### src/sv/dipv4_pkg.sv
// dipv4_pkg: shared constants for the dotted-quad text to integer converter
// character codes, field widths and the part limit; depends on nothing

package dipv4_pkg;

    localparam int unsigned CHAR_W  = 8;
    localparam int unsigned VALUE_W = 64;
    localparam int unsigned PART_W  = 8;
    localparam int unsigned DOTS_W  = 2;
    // wide enough for part * 10 + 9
    localparam int unsigned PROD_W  = 12;

    localparam logic [CHAR_W-1:0] CHAR_ZERO = 8'h30;
    localparam logic [CHAR_W-1:0] CHAR_NINE = 8'h39;
    localparam logic [CHAR_W-1:0] CHAR_DOT  = 8'h2E;
    localparam logic [CHAR_W-1:0] CHAR_NUL  = 8'h00;

    localparam logic [PROD_W-1:0] PART_MAX  = 12'd255;

    localparam logic [DOTS_W-1:0] DOTS_ONE  = 2'd1;
    localparam logic [DOTS_W-1:0] DOTS_TWO  = 2'd2;
    localparam logic [DOTS_W-1:0] DOTS_SAT  = 2'd3;

endpackage : dipv4_pkg

### src/sv/dotted_ipv4_text_to_integer.sv
// dotted_ipv4_text_to_integer: streaming dotted-decimal address parser
// depends on dipv4_pkg for character codes and widths

// The block takes an address string one character per transaction on the
// input channel (ch, has_char, last) and returns one result transaction
// (value, is_null) for each transaction that carries last. Digits build the
// current part, a part above 255 or any character other than a digit, a dot
// or NUL marks the string invalid, a NUL ends parsing and later characters
// are ignored, and a string ending in a dot (or an empty string, sent as
// has_char = 0 with last = 1) is invalid. Short forms with one or two dots
// are widened with extra 8-bit shifts; more than three dots wrap modulo 2^64.
// An invalid string gives value 0 and is_null 1. After each result the
// parser state returns to its reset values for the next string.
// Rate: one character per cycle sustained. Each character is held in the
// input register, then the parse state update and the result are worked
// out in one pass of logic into the state and result registers. The only
// limit on throughput is the result register: a character with last waits
// in the input register while an earlier result has not been taken.

module dotted_ipv4_text_to_integer
    import dipv4_pkg::*;
(
    input  logic               clk,
    input  logic               rst_n,

    input  logic               in_valid,
    output logic               in_ready,
    input  logic [CHAR_W-1:0]  ch,
    input  logic               has_char,
    input  logic               last,

    output logic               out_valid,
    input  logic               out_ready,
    output logic [VALUE_W-1:0] value,
    output logic               is_null
);

    // ---------------------------------------------------------------
    // input register stage
    // ---------------------------------------------------------------
    logic              s1_valid_reg;
    logic [CHAR_W-1:0] s1_ch_reg;
    logic              s1_has_char_reg;
    logic              s1_last_reg;

    // parse state
    logic [PART_W-1:0]  part_accum_reg,   part_accum_next;
    logic [VALUE_W-1:0] addr_accum_reg,   addr_accum_next;
    logic [DOTS_W-1:0]  dots_seen_reg,    dots_seen_next;
    logic               prev_was_dot_reg, prev_was_dot_next;
    logic               error_seen_reg,   error_seen_next;
    logic               stopped_reg,      stopped_next;

    // result register
    logic               out_valid_reg;
    logic [VALUE_W-1:0] value_reg,   value_next;
    logic               is_null_reg, is_null_next;

    logic out_free;
    logic s1_advance;
    logic s1_emit;

    // result slot can take a new value when empty or being drained
    assign out_free   = !out_valid_reg || out_ready;
    // a character without last never needs the result slot
    assign s1_advance = s1_valid_reg && (!s1_last_reg || out_free);
    assign s1_emit    = s1_advance && s1_last_reg;
    assign in_ready   = !s1_valid_reg || s1_advance;

    always_ff @(posedge clk or negedge rst_n)
    begin
        if (!rst_n)
        begin
            s1_valid_reg <= 1'b0;
        end
        else if (in_ready)
        begin
            s1_valid_reg <= in_valid;
        end
    end

    // payload needs no reset
    always_ff @(posedge clk)
    begin
        if (in_valid && in_ready)
        begin
            s1_ch_reg       <= ch;
            s1_has_char_reg <= has_char;
            s1_last_reg     <= last;
        end
    end

    // ---------------------------------------------------------------
    // character step and end-of-string result
    // ---------------------------------------------------------------
    logic [PART_W-1:0]  cur_part;
    logic [VALUE_W-1:0] cur_addr;
    logic [DOTS_W-1:0]  cur_dots;
    logic               cur_prev_dot;
    logic               cur_error;
    logic               cur_stopped;
    logic               is_digit;
    logic [PROD_W-1:0]  part_prod;
    logic [VALUE_W-1:0] widened;

    assign is_digit  = (s1_ch_reg >= CHAR_ZERO) && (s1_ch_reg <= CHAR_NINE);
    // part * 10 + digit, as two shifts and adds
    assign part_prod = ({4'd0, part_accum_reg} << 3)
                     + ({4'd0, part_accum_reg} << 1)
                     + {4'd0, s1_ch_reg - CHAR_ZERO};

    always_comb
    begin
        cur_part     = part_accum_reg;
        cur_addr     = addr_accum_reg;
        cur_dots     = dots_seen_reg;
        cur_prev_dot = prev_was_dot_reg;
        cur_error    = error_seen_reg;
        cur_stopped  = stopped_reg;

        // characters after an error or a nul are dropped
        if (s1_has_char_reg && !error_seen_reg && !stopped_reg)
        begin
            priority if (is_digit)
            begin
                cur_prev_dot = 1'b0;
                if (part_prod > PART_MAX)
                begin
                    cur_error = 1'b1;
                end
                else
                begin
                    cur_part = part_prod[PART_W-1:0];
                end
            end
            else if (s1_ch_reg == CHAR_DOT)
            begin
                cur_prev_dot = 1'b1;
                cur_addr     = (addr_accum_reg << 8) + {56'd0, part_accum_reg};
                cur_part     = '0;
                if (dots_seen_reg != DOTS_SAT)
                begin
                    cur_dots = dots_seen_reg + DOTS_ONE;
                end
            end
            else if (s1_ch_reg == CHAR_NUL)
            begin
                cur_prev_dot = 1'b0;
                cur_stopped  = 1'b1;
            end
            else
            begin
                cur_prev_dot = 1'b0;
                cur_error    = 1'b1;
            end
        end
    end

    // short forms get extra shifts so the last part lands in the low byte
    always_comb
    begin
        unique case (cur_dots)
            DOTS_ONE: widened = cur_addr << 16;
            DOTS_TWO: widened = cur_addr << 8;
            default:  widened = cur_addr;
        endcase
    end

    always_comb
    begin
        value_next   = value_reg;
        is_null_next = is_null_reg;
        if (cur_error || cur_prev_dot)
        begin
            value_next   = '0;
            is_null_next = 1'b1;
        end
        else
        begin
            // low byte of the shifted word is zero, so the add is an append
            value_next   = (widened << 8) + {56'd0, cur_part};
            is_null_next = 1'b0;
        end
    end

    // state returns to reset values after each result
    always_comb
    begin
        if (s1_last_reg)
        begin
            part_accum_next   = '0;
            addr_accum_next   = '0;
            dots_seen_next    = '0;
            prev_was_dot_next = 1'b1;
            error_seen_next   = 1'b0;
            stopped_next      = 1'b0;
        end
        else
        begin
            part_accum_next   = cur_part;
            addr_accum_next   = cur_addr;
            dots_seen_next    = cur_dots;
            prev_was_dot_next = cur_prev_dot;
            error_seen_next   = cur_error;
            stopped_next      = cur_stopped;
        end
    end

    always_ff @(posedge clk or negedge rst_n)
    begin
        if (!rst_n)
        begin
            part_accum_reg   <= '0;
            addr_accum_reg   <= '0;
            dots_seen_reg    <= '0;
            prev_was_dot_reg <= 1'b1;
            error_seen_reg   <= 1'b0;
            stopped_reg      <= 1'b0;
        end
        else if (s1_advance)
        begin
            part_accum_reg   <= part_accum_next;
            addr_accum_reg   <= addr_accum_next;
            dots_seen_reg    <= dots_seen_next;
            prev_was_dot_reg <= prev_was_dot_next;
            error_seen_reg   <= error_seen_next;
            stopped_reg      <= stopped_next;
        end
    end

    // ---------------------------------------------------------------
    // result register
    // ---------------------------------------------------------------
    always_ff @(posedge clk or negedge rst_n)
    begin
        if (!rst_n)
        begin
            out_valid_reg <= 1'b0;
        end
        else if (out_free)
        begin
            out_valid_reg <= s1_emit;
        end
    end

    always_ff @(posedge clk)
    begin
        if (s1_emit)
        begin
            value_reg   <= value_next;
            is_null_reg <= is_null_next;
        end
    end

    assign out_valid = out_valid_reg;
    assign value     = value_reg;
    assign is_null   = is_null_reg;

    // ---------------------------------------------------------------
    // assertions
    // ---------------------------------------------------------------
    a_emit_lands: assert property (@(posedge clk) disable iff (!rst_n)
        s1_emit |=> out_valid_reg)
        else $error("result of a final character was not registered");

    a_null_is_zero: assert property (@(posedge clk) disable iff (!rst_n)
        out_valid_reg && is_null_reg |-> value_reg == '0)
        else $error("invalid result carries a nonzero value");

    a_error_stop_excl: assert property (@(posedge clk) disable iff (!rst_n)
        !(error_seen_reg && stopped_reg))
        else $error("error and nul stop both recorded");

    a_fresh_state: assert property (@(posedge clk) disable iff (!rst_n)
        prev_was_dot_reg && dots_seen_reg == '0
            |-> addr_accum_reg == '0 && part_accum_reg == '0)
        else $error("accumulators not clear at start of string");

    a_no_overwrite: assert property (@(posedge clk) disable iff (!rst_n)
        out_valid_reg && !out_ready |=> out_valid_reg && $stable(value_reg))
        else $error("pending result was overwritten");

endmodule : dotted_ipv4_text_to_integer
### config.mk
export PLATFORM = sky130hd
export DESIGN_NAME = dotted_ipv4_text_to_integer
export DESIGN_NICKNAME = d
export VERILOG_FILES = /design/src/sv/dipv4_pkg.sv /design/src/sv/dotted_ipv4_text_to_integer.sv
export SDC_FILE = /design/constraint.sdc
export NUM_CORES = 1
export LEC_CHECK = 0
export BUFFER_PORTS_ARGS = -buffer_cell sky130_fd_sc_hd__buf_2
export CAP_MARGIN = 20
export CORE_MARGIN = 4
export CORE_UTILIZATION = 40
export DETAILED_ROUTE_END_ITERATION = 16
export PLACE_DENSITY = 0.57
export SYNTH_ARGS = -nofsm -noshare
export SYNTH_HDL_FRONTEND = slang
export SYNTH_SLANG_ARGS = --single-unit
### constraint.sdc
create_clock -name clk -period 3.86 [get_ports clk]
set_clock_uncertainty 0.2 [all_clocks]
set_input_delay 0.386 -clock clk [delete_from_list [all_inputs] [get_ports clk]]
set_output_delay 0.386 -clock clk [all_outputs]
set_load 0.01 [all_outputs]
# After elaboration in Yosys (flattened, before gate mapping)
# Cells that the tools add are included.
[totals]
regBits = 154
inputBits = 14
out_inout_bits = 67
[op_classes]
n_eq_ne = 6
reduce_logical = 19
muxes = 31
magnitude_cmp = 3
addsub = 6
[ops]
columns = ["op", "count"]
rows = [
  ["$mux 64", 4],
  ["$add 64x8->64", 2],
  ["$pmux 56 s2", 1],
  ["$mux 8", 5],
  ["$mux 1", 16],
  ["$add 11x9->12", 1],
  ["$add 12x8->12", 1],
  ["$gt 12x8->1 const B", 1],
  ["$mux 2", 5],
  ["$eq 8x6->1 const B", 1],
  ["$ge 8x6->1 const B", 1],
  ["$le 8x6->1 const B", 1],
  ["$logic_not 8->1", 1],
  ["$sub 8x6->8 const B", 1],
  ["$logic_and 1x1->1", 6],
  ["$ne 2x2->1 const B", 3],
  ["$logic_not 1->1", 5],
  ["$reduce_and 5->1", 1],
  ["$logic_or 1x1->1", 4],
  ["$reduce_bool 2->1", 2],
  ["$add 2x1->2 const B", 1],
  ["$eq 2x1->1 const B", 1],
  ["$eq 2x2->1 const B", 1],
]

# Logic depth before layout (Yosys ltp)
[depth]
depth_word = 8
depth_mapped = 18

# Least setup slack after synthesis
# No wires, ideal clock.
[synth_path]
kind = "register -> register"
start = "register s1_ch_reg[4]"
end = "register value_reg[40] (netlist: value[40]) (data pin)"
n_path_buf = 6
required_time_ns = 3.514
setup_time_ns = 0.146
stages_incl_launch_ff = 19
setup_slack_ns = -0.010
arrival_ns = 3.524
path_cell_list = "edfxtp_1 > inv_1 > ha_1 > and4_1 > and3_1 > clkbuf_1 > buf_2 > buf_2 > buf_1 > a21oi_1 > inv_1 > ha_1 > clkbuf_1 > nand2_1 > nor2_1 > clkbuf_1 > a22o_1 > a21oi_1 > a21oi_1"
[synth_between]
elab_chain_cells = 7
[synth_lines]
columns = ["item", "line_no", "text"]
rows = [
  ["from (decl)", "dotted_ipv4_text_to_integer.sv:42", "logic [CHAR_W-1:0] s1_ch_reg;"],
  ["from (signal assigned)", "dotted_ipv4_text_to_integer.sv:87", "s1_ch_reg <= ch;"],
  ["$sub 8x6->8 (tied with other cells)", "dotted_ipv4_text_to_integer.sv:110", "+ {4'd0, s1_ch_reg - CHAR_ZERO};"],
  ["$add 12x8->12 (tied with other cells)", "dotted_ipv4_text_to_integer.sv:110", ""],
  ["$gt 12x8->1 / $mux 2 (equally long branches)", "dotted_ipv4_text_to_integer.sv:127, dotted_ipv4_text_to_integer.sv:124", ""],
  ["$mux 8 (tied with other cells)", "dotted_ipv4_text_to_integer.sv:127", "if (part_prod > PART_MAX)"],
  ["$mux 8 (tied with other cells)", "dotted_ipv4_text_to_integer.sv:124", "priority if (is_digit)"],
  ["$mux 8 (tied with other cells)", "dotted_ipv4_text_to_integer.sv:122", "if (s1_has_char_reg && !error_seen_reg && !stopped_reg)"],
  ["$add 64x8->64 / $logic_or 1x1->1 (equally long branches)", "dotted_ipv4_text_to_integer.sv:181, dotted_ipv4_text_to_integer.sv:173", ""],
  ["to (signal assigned)", "dotted_ipv4_text_to_integer.sv:250", "value_reg <= value_next;"],
  ["to (decl)", "dotted_ipv4_text_to_integer.sv:56", "logic [VALUE_W-1:0] value_reg, value_next;"],
]
# Several ways; a longest one is shown, not always the timed one.
# A chain may end at the register's enable or synchronous reset.

# Worst setup path after layout
[layout_path]
start = "register part_accum_reg[2]"
end = "register value_reg[53] (netlist: value[53]) (data pin)"
[layout_between]
elab_chain_cells = 7
[layout_lines]
columns = ["item", "line_no", "text"]
rows = [
  ["from (decl)", "dotted_ipv4_text_to_integer.sv:47", "logic [PART_W-1:0] part_accum_reg, part_accum_next;"],
  ["from (signal assigned)", "dotted_ipv4_text_to_integer.sv:222", "part_accum_reg <= part_accum_next;"],
  ["$add 11x9->12", "dotted_ipv4_text_to_integer.sv:109", "+ ({4'd0, part_accum_reg} << 1)"],
  ["$add 12x8->12", "dotted_ipv4_text_to_integer.sv:110", ""],
  ["$gt 12x8->1", "dotted_ipv4_text_to_integer.sv:127", ""],
  ["$mux 8 / $mux 1 (equally long branches)", "dotted_ipv4_text_to_integer.sv:127", ""],
  ["$mux 8 / $mux 1 (equally long branches)", "dotted_ipv4_text_to_integer.sv:124", ""],
  ["$mux 8 / $mux 1 (equally long branches)", "dotted_ipv4_text_to_integer.sv:122", ""],
  ["$add 64x8->64 / $logic_or 1x1->1 (equally long branches)", "dotted_ipv4_text_to_integer.sv:181, dotted_ipv4_text_to_integer.sv:173", ""],
]
# Several ways; a longest one is shown, not always the timed one.

==> results.yml <==
route:
  first_pass_iters: 6
  wl_per_cell_um: 20.44
  dr.first_iter.drc_count: 491
  ant_nets: 0
  routed_wl_um: 22030
  drc: 0
  viasPerCell: 5.797
  num_vias: 6249
clock_tree:
  cts.clk_slew.worst_paths_ps: 70
  cts_buffers: 17
  cts-root-buf: "clkbuf_16"
  htree_num_levels: 4
  clkSinkCount: 146
  insertion_delay_ps: 420
  cts_buffer_depth: 2
  cts_tree: "built"
logic_synthesis:
  ys_types: 51
  synth_cells: 707
  synth.area.top_cells: "edfxtp_1, dfrtp_1, a22o_1, nand2_1, a21oi_1"
  post-synth-top-area-cell: "edfxtp_1"
  syn-cell-area_mm2: 0.007451
  synth-edff-count: 75
  synthArstFlopShare_pct: 48.63
  ys_warn_count: 0
  postSynthAreaPerCell_um2: 10.54
  netlist.area_leader.share_pct: 30.23
  synth-seq-cells: 146
  syn-num-nets: 743
  ys_seq_area_share_pct: 54.09
  synthFlopType: "edfxtp_1"
global_routing:
  gr-total-overflow: 0
  grt_pass1_vias: 6229
  gr-usage-met3_pct: 3.638
  use_met2_pct: 36.04
  grt_pass1_wl_um: 34710
  busiest_layer: "met2"
  grt.total_usage_pct: 21.46
  grt_max_degree: 54
  antenna_found_initial: 0
  use_met1_pct: 28.49
finish:
  design_area_mm2: 0.009742
  utilization_pct: 53.68
  multi_input_area_mm2: 0.003462
  layout-drive-gt1-share_pct: 28.98
  fillers: 1590
  area_growth_pct: 30.75
  final_nets: 872
  largest_reg_flops: 64
  antennaDiodeCount: 0
  seq_area_mm2: 0.004031
timing:
  post-route-min-period_ps: 3958
  hold_viol: 0
  drv_slew: 0
  fmax_ghz: 0.2526
  rsz0062_at_grt: "true"
  post-route-period-util_pct: 102.6
  worst_pin_slew_ps: 711.6
  finalSetupViolCount: 37
  postLayoutSetupSlackWorst_ps: -98.45
  hold_slack_ps: 291.5
  max_slew_margin_pct: 52.56
run:
  maxCapViolations: 0
critical_path:
  crit_path_end_kind: "flip-flop"
  critPathMaxFanout: 8
  crit_required_ps: 3890
  crit_start: "part_accum_reg[2]"
  critPathKind: "reg -> reg"
  r2r-start: "part_accum_reg[2]"
  critPathArrivalTime_ps: 3990
  start_kind: "flip-flop"
hold_path:
  min-delay-path-class: "reg -> reg"
  hold_start: "addr_accum_reg[52]"
outcome:
  outcome: "complete, but fails checks"
  violations: "setup timing"
power_and_ir_drop:
  total_power_w: 0.003851
  ir_drop_mv: 0.3145
  p_leak_nw: 4.024
  power_density_mw_per_mm2: 395.3
floorplan:
  start_util_pct: 41.06
  dieHeight_um: 144.5
  design.die.area_mm2: 0.02087
  rows: 49
  ios: 81
  die_w_um: 144.5
  core_area_mm2: 0.01815
place:
  port_buffers: 80
  dpl_cell_area_mm2: 0.008382
  place_congestion: 0.9132
  dp_slack_ps: -213.9
  hpwlAfterDp_um: 14180
-- critical path: stages, from the launching register on --
cell and delay [ps]:
dfrtp_1 400, fa_1 570, inv_1 70, fa_1 440
nand2b_4 160, a211o_1 320, a2111o_1 400, a22o_4 290
o31ai_4 250, nand2_4 110, buf_12 160, buf_12 140
a311oi_1 250
-- area by class of cell --
cell class / count / share of cell area [%]
repair buffers: 161 / 12.93
multi-input cells: 484 / 35.54
clock inverters: 14 / 1.798
well taps: 229 / 2.941
clock buffers: 18 / 4.405
flip-flops and latches: 146 / 41.38
inverters: 26 / 1.002
-- cells by family after synthesis --
group	share of synthesized area, %
and+or+nand+nor	13.84
adders and majority gates	4.299
AOI/OAI and AO/OA	20.60
DFF	54.09
buffers and inverters	4.282
xor gates and xnor gates	0.5878
muxes	2.301
-- power by group --
group | internal [W] | switching, W
combinational | 0.000180 | 0.000230
sequential | 0.00169 | 0.0000267
clock | 0.00103 | 0.000692
total | 0.00290 | 0.000949
-- layer usage --
metal  wire [µm]  up-vias
met5           0        -
met4         420        0
met3        1127       34
met2       11190      219
met1        9291     3115
li1            -     2881
-- cells in the mapped netlist, types with 8 or more instances --
master / instances
nor2_1: 44
a21oi_1: 54
clkbuf_1: 36
mux2i_1: 16
dfrtp_1: 70
buf_2: 9
a22o_1: 75
o21ai_0: 9
nor3_1: 11
ha_1: 16
edfxtp_1: 75
inv_1: 26
a311oi_1: 8
a221oi_1: 28
nand2_1: 141
-- stage by stage --
stage / std cells / TNS [ps]
3_3_place_gp: 1018 / -949.2
5_1_grt: 1078 / -7842
3_5_place_dp: 1018 / -2174
2_1_floorplan: 707 / 0
6_report: 1078 / -1862
4_1_cts: 1069 / -41.32
-- cells in the final DEF (no fill, tap or decap), types with 3 or more instances in the layout --
cell	n
a21boi_0	3
a21oi_1	38
a21oi_2	12
a21oi_4	4
a221oi_1	26
a222oi_1	4
a22o_1	74
a22oi_1	4
a311oi_2	5
a31oi_1	4
buf_12	8
buf_2	80
buf_4	51
buf_6	3
bufinv_16	3
clkbuf_16	19
dfrtp_1	69
dlygate4sd3_1	13
edfxtp_1	75
fa_1	6
ha_1	13
inv_1	24
inv_6	5
mux2i_1	16
nand2_1	138
nand2b_1	4
nand3_1	6
nand3b_1	7
nor2_1	30
nor2_2	8
nor2_4	6
nor2b_1	3
nor3_1	6
nor3_2	5
o21ai_0	8
o21ai_1	3
xnor2_1	3
-- final timing paths --
kind | slack [ps] | endpoint | cells after the start
worst max register to register | -100 | value[53] | 12
max in group asynchronous | 2260 | addr_accum_reg[55] | 3
worst min register to register | 290 | addr_accum_reg[52] | 2
min in group asynchronous | 350 | addr_accum_reg[52] | 2
worst min-delay path | 290 | addr_accum_reg[52] | 2
worst max-delay path | -100 | value[53] | 12
-- repair_timing --
action / CTS / global route
hold buffers: 13 / 0
pin swaps: 6 / 10
resized for setup: 13 / 70
gates cloned: 3 / 2
endpoints found under the hold margin: 36 / 0
setup endpoints to repair: 50 / 73
setup buffers: 3 / 8
(Power assumes the default switching activity.)
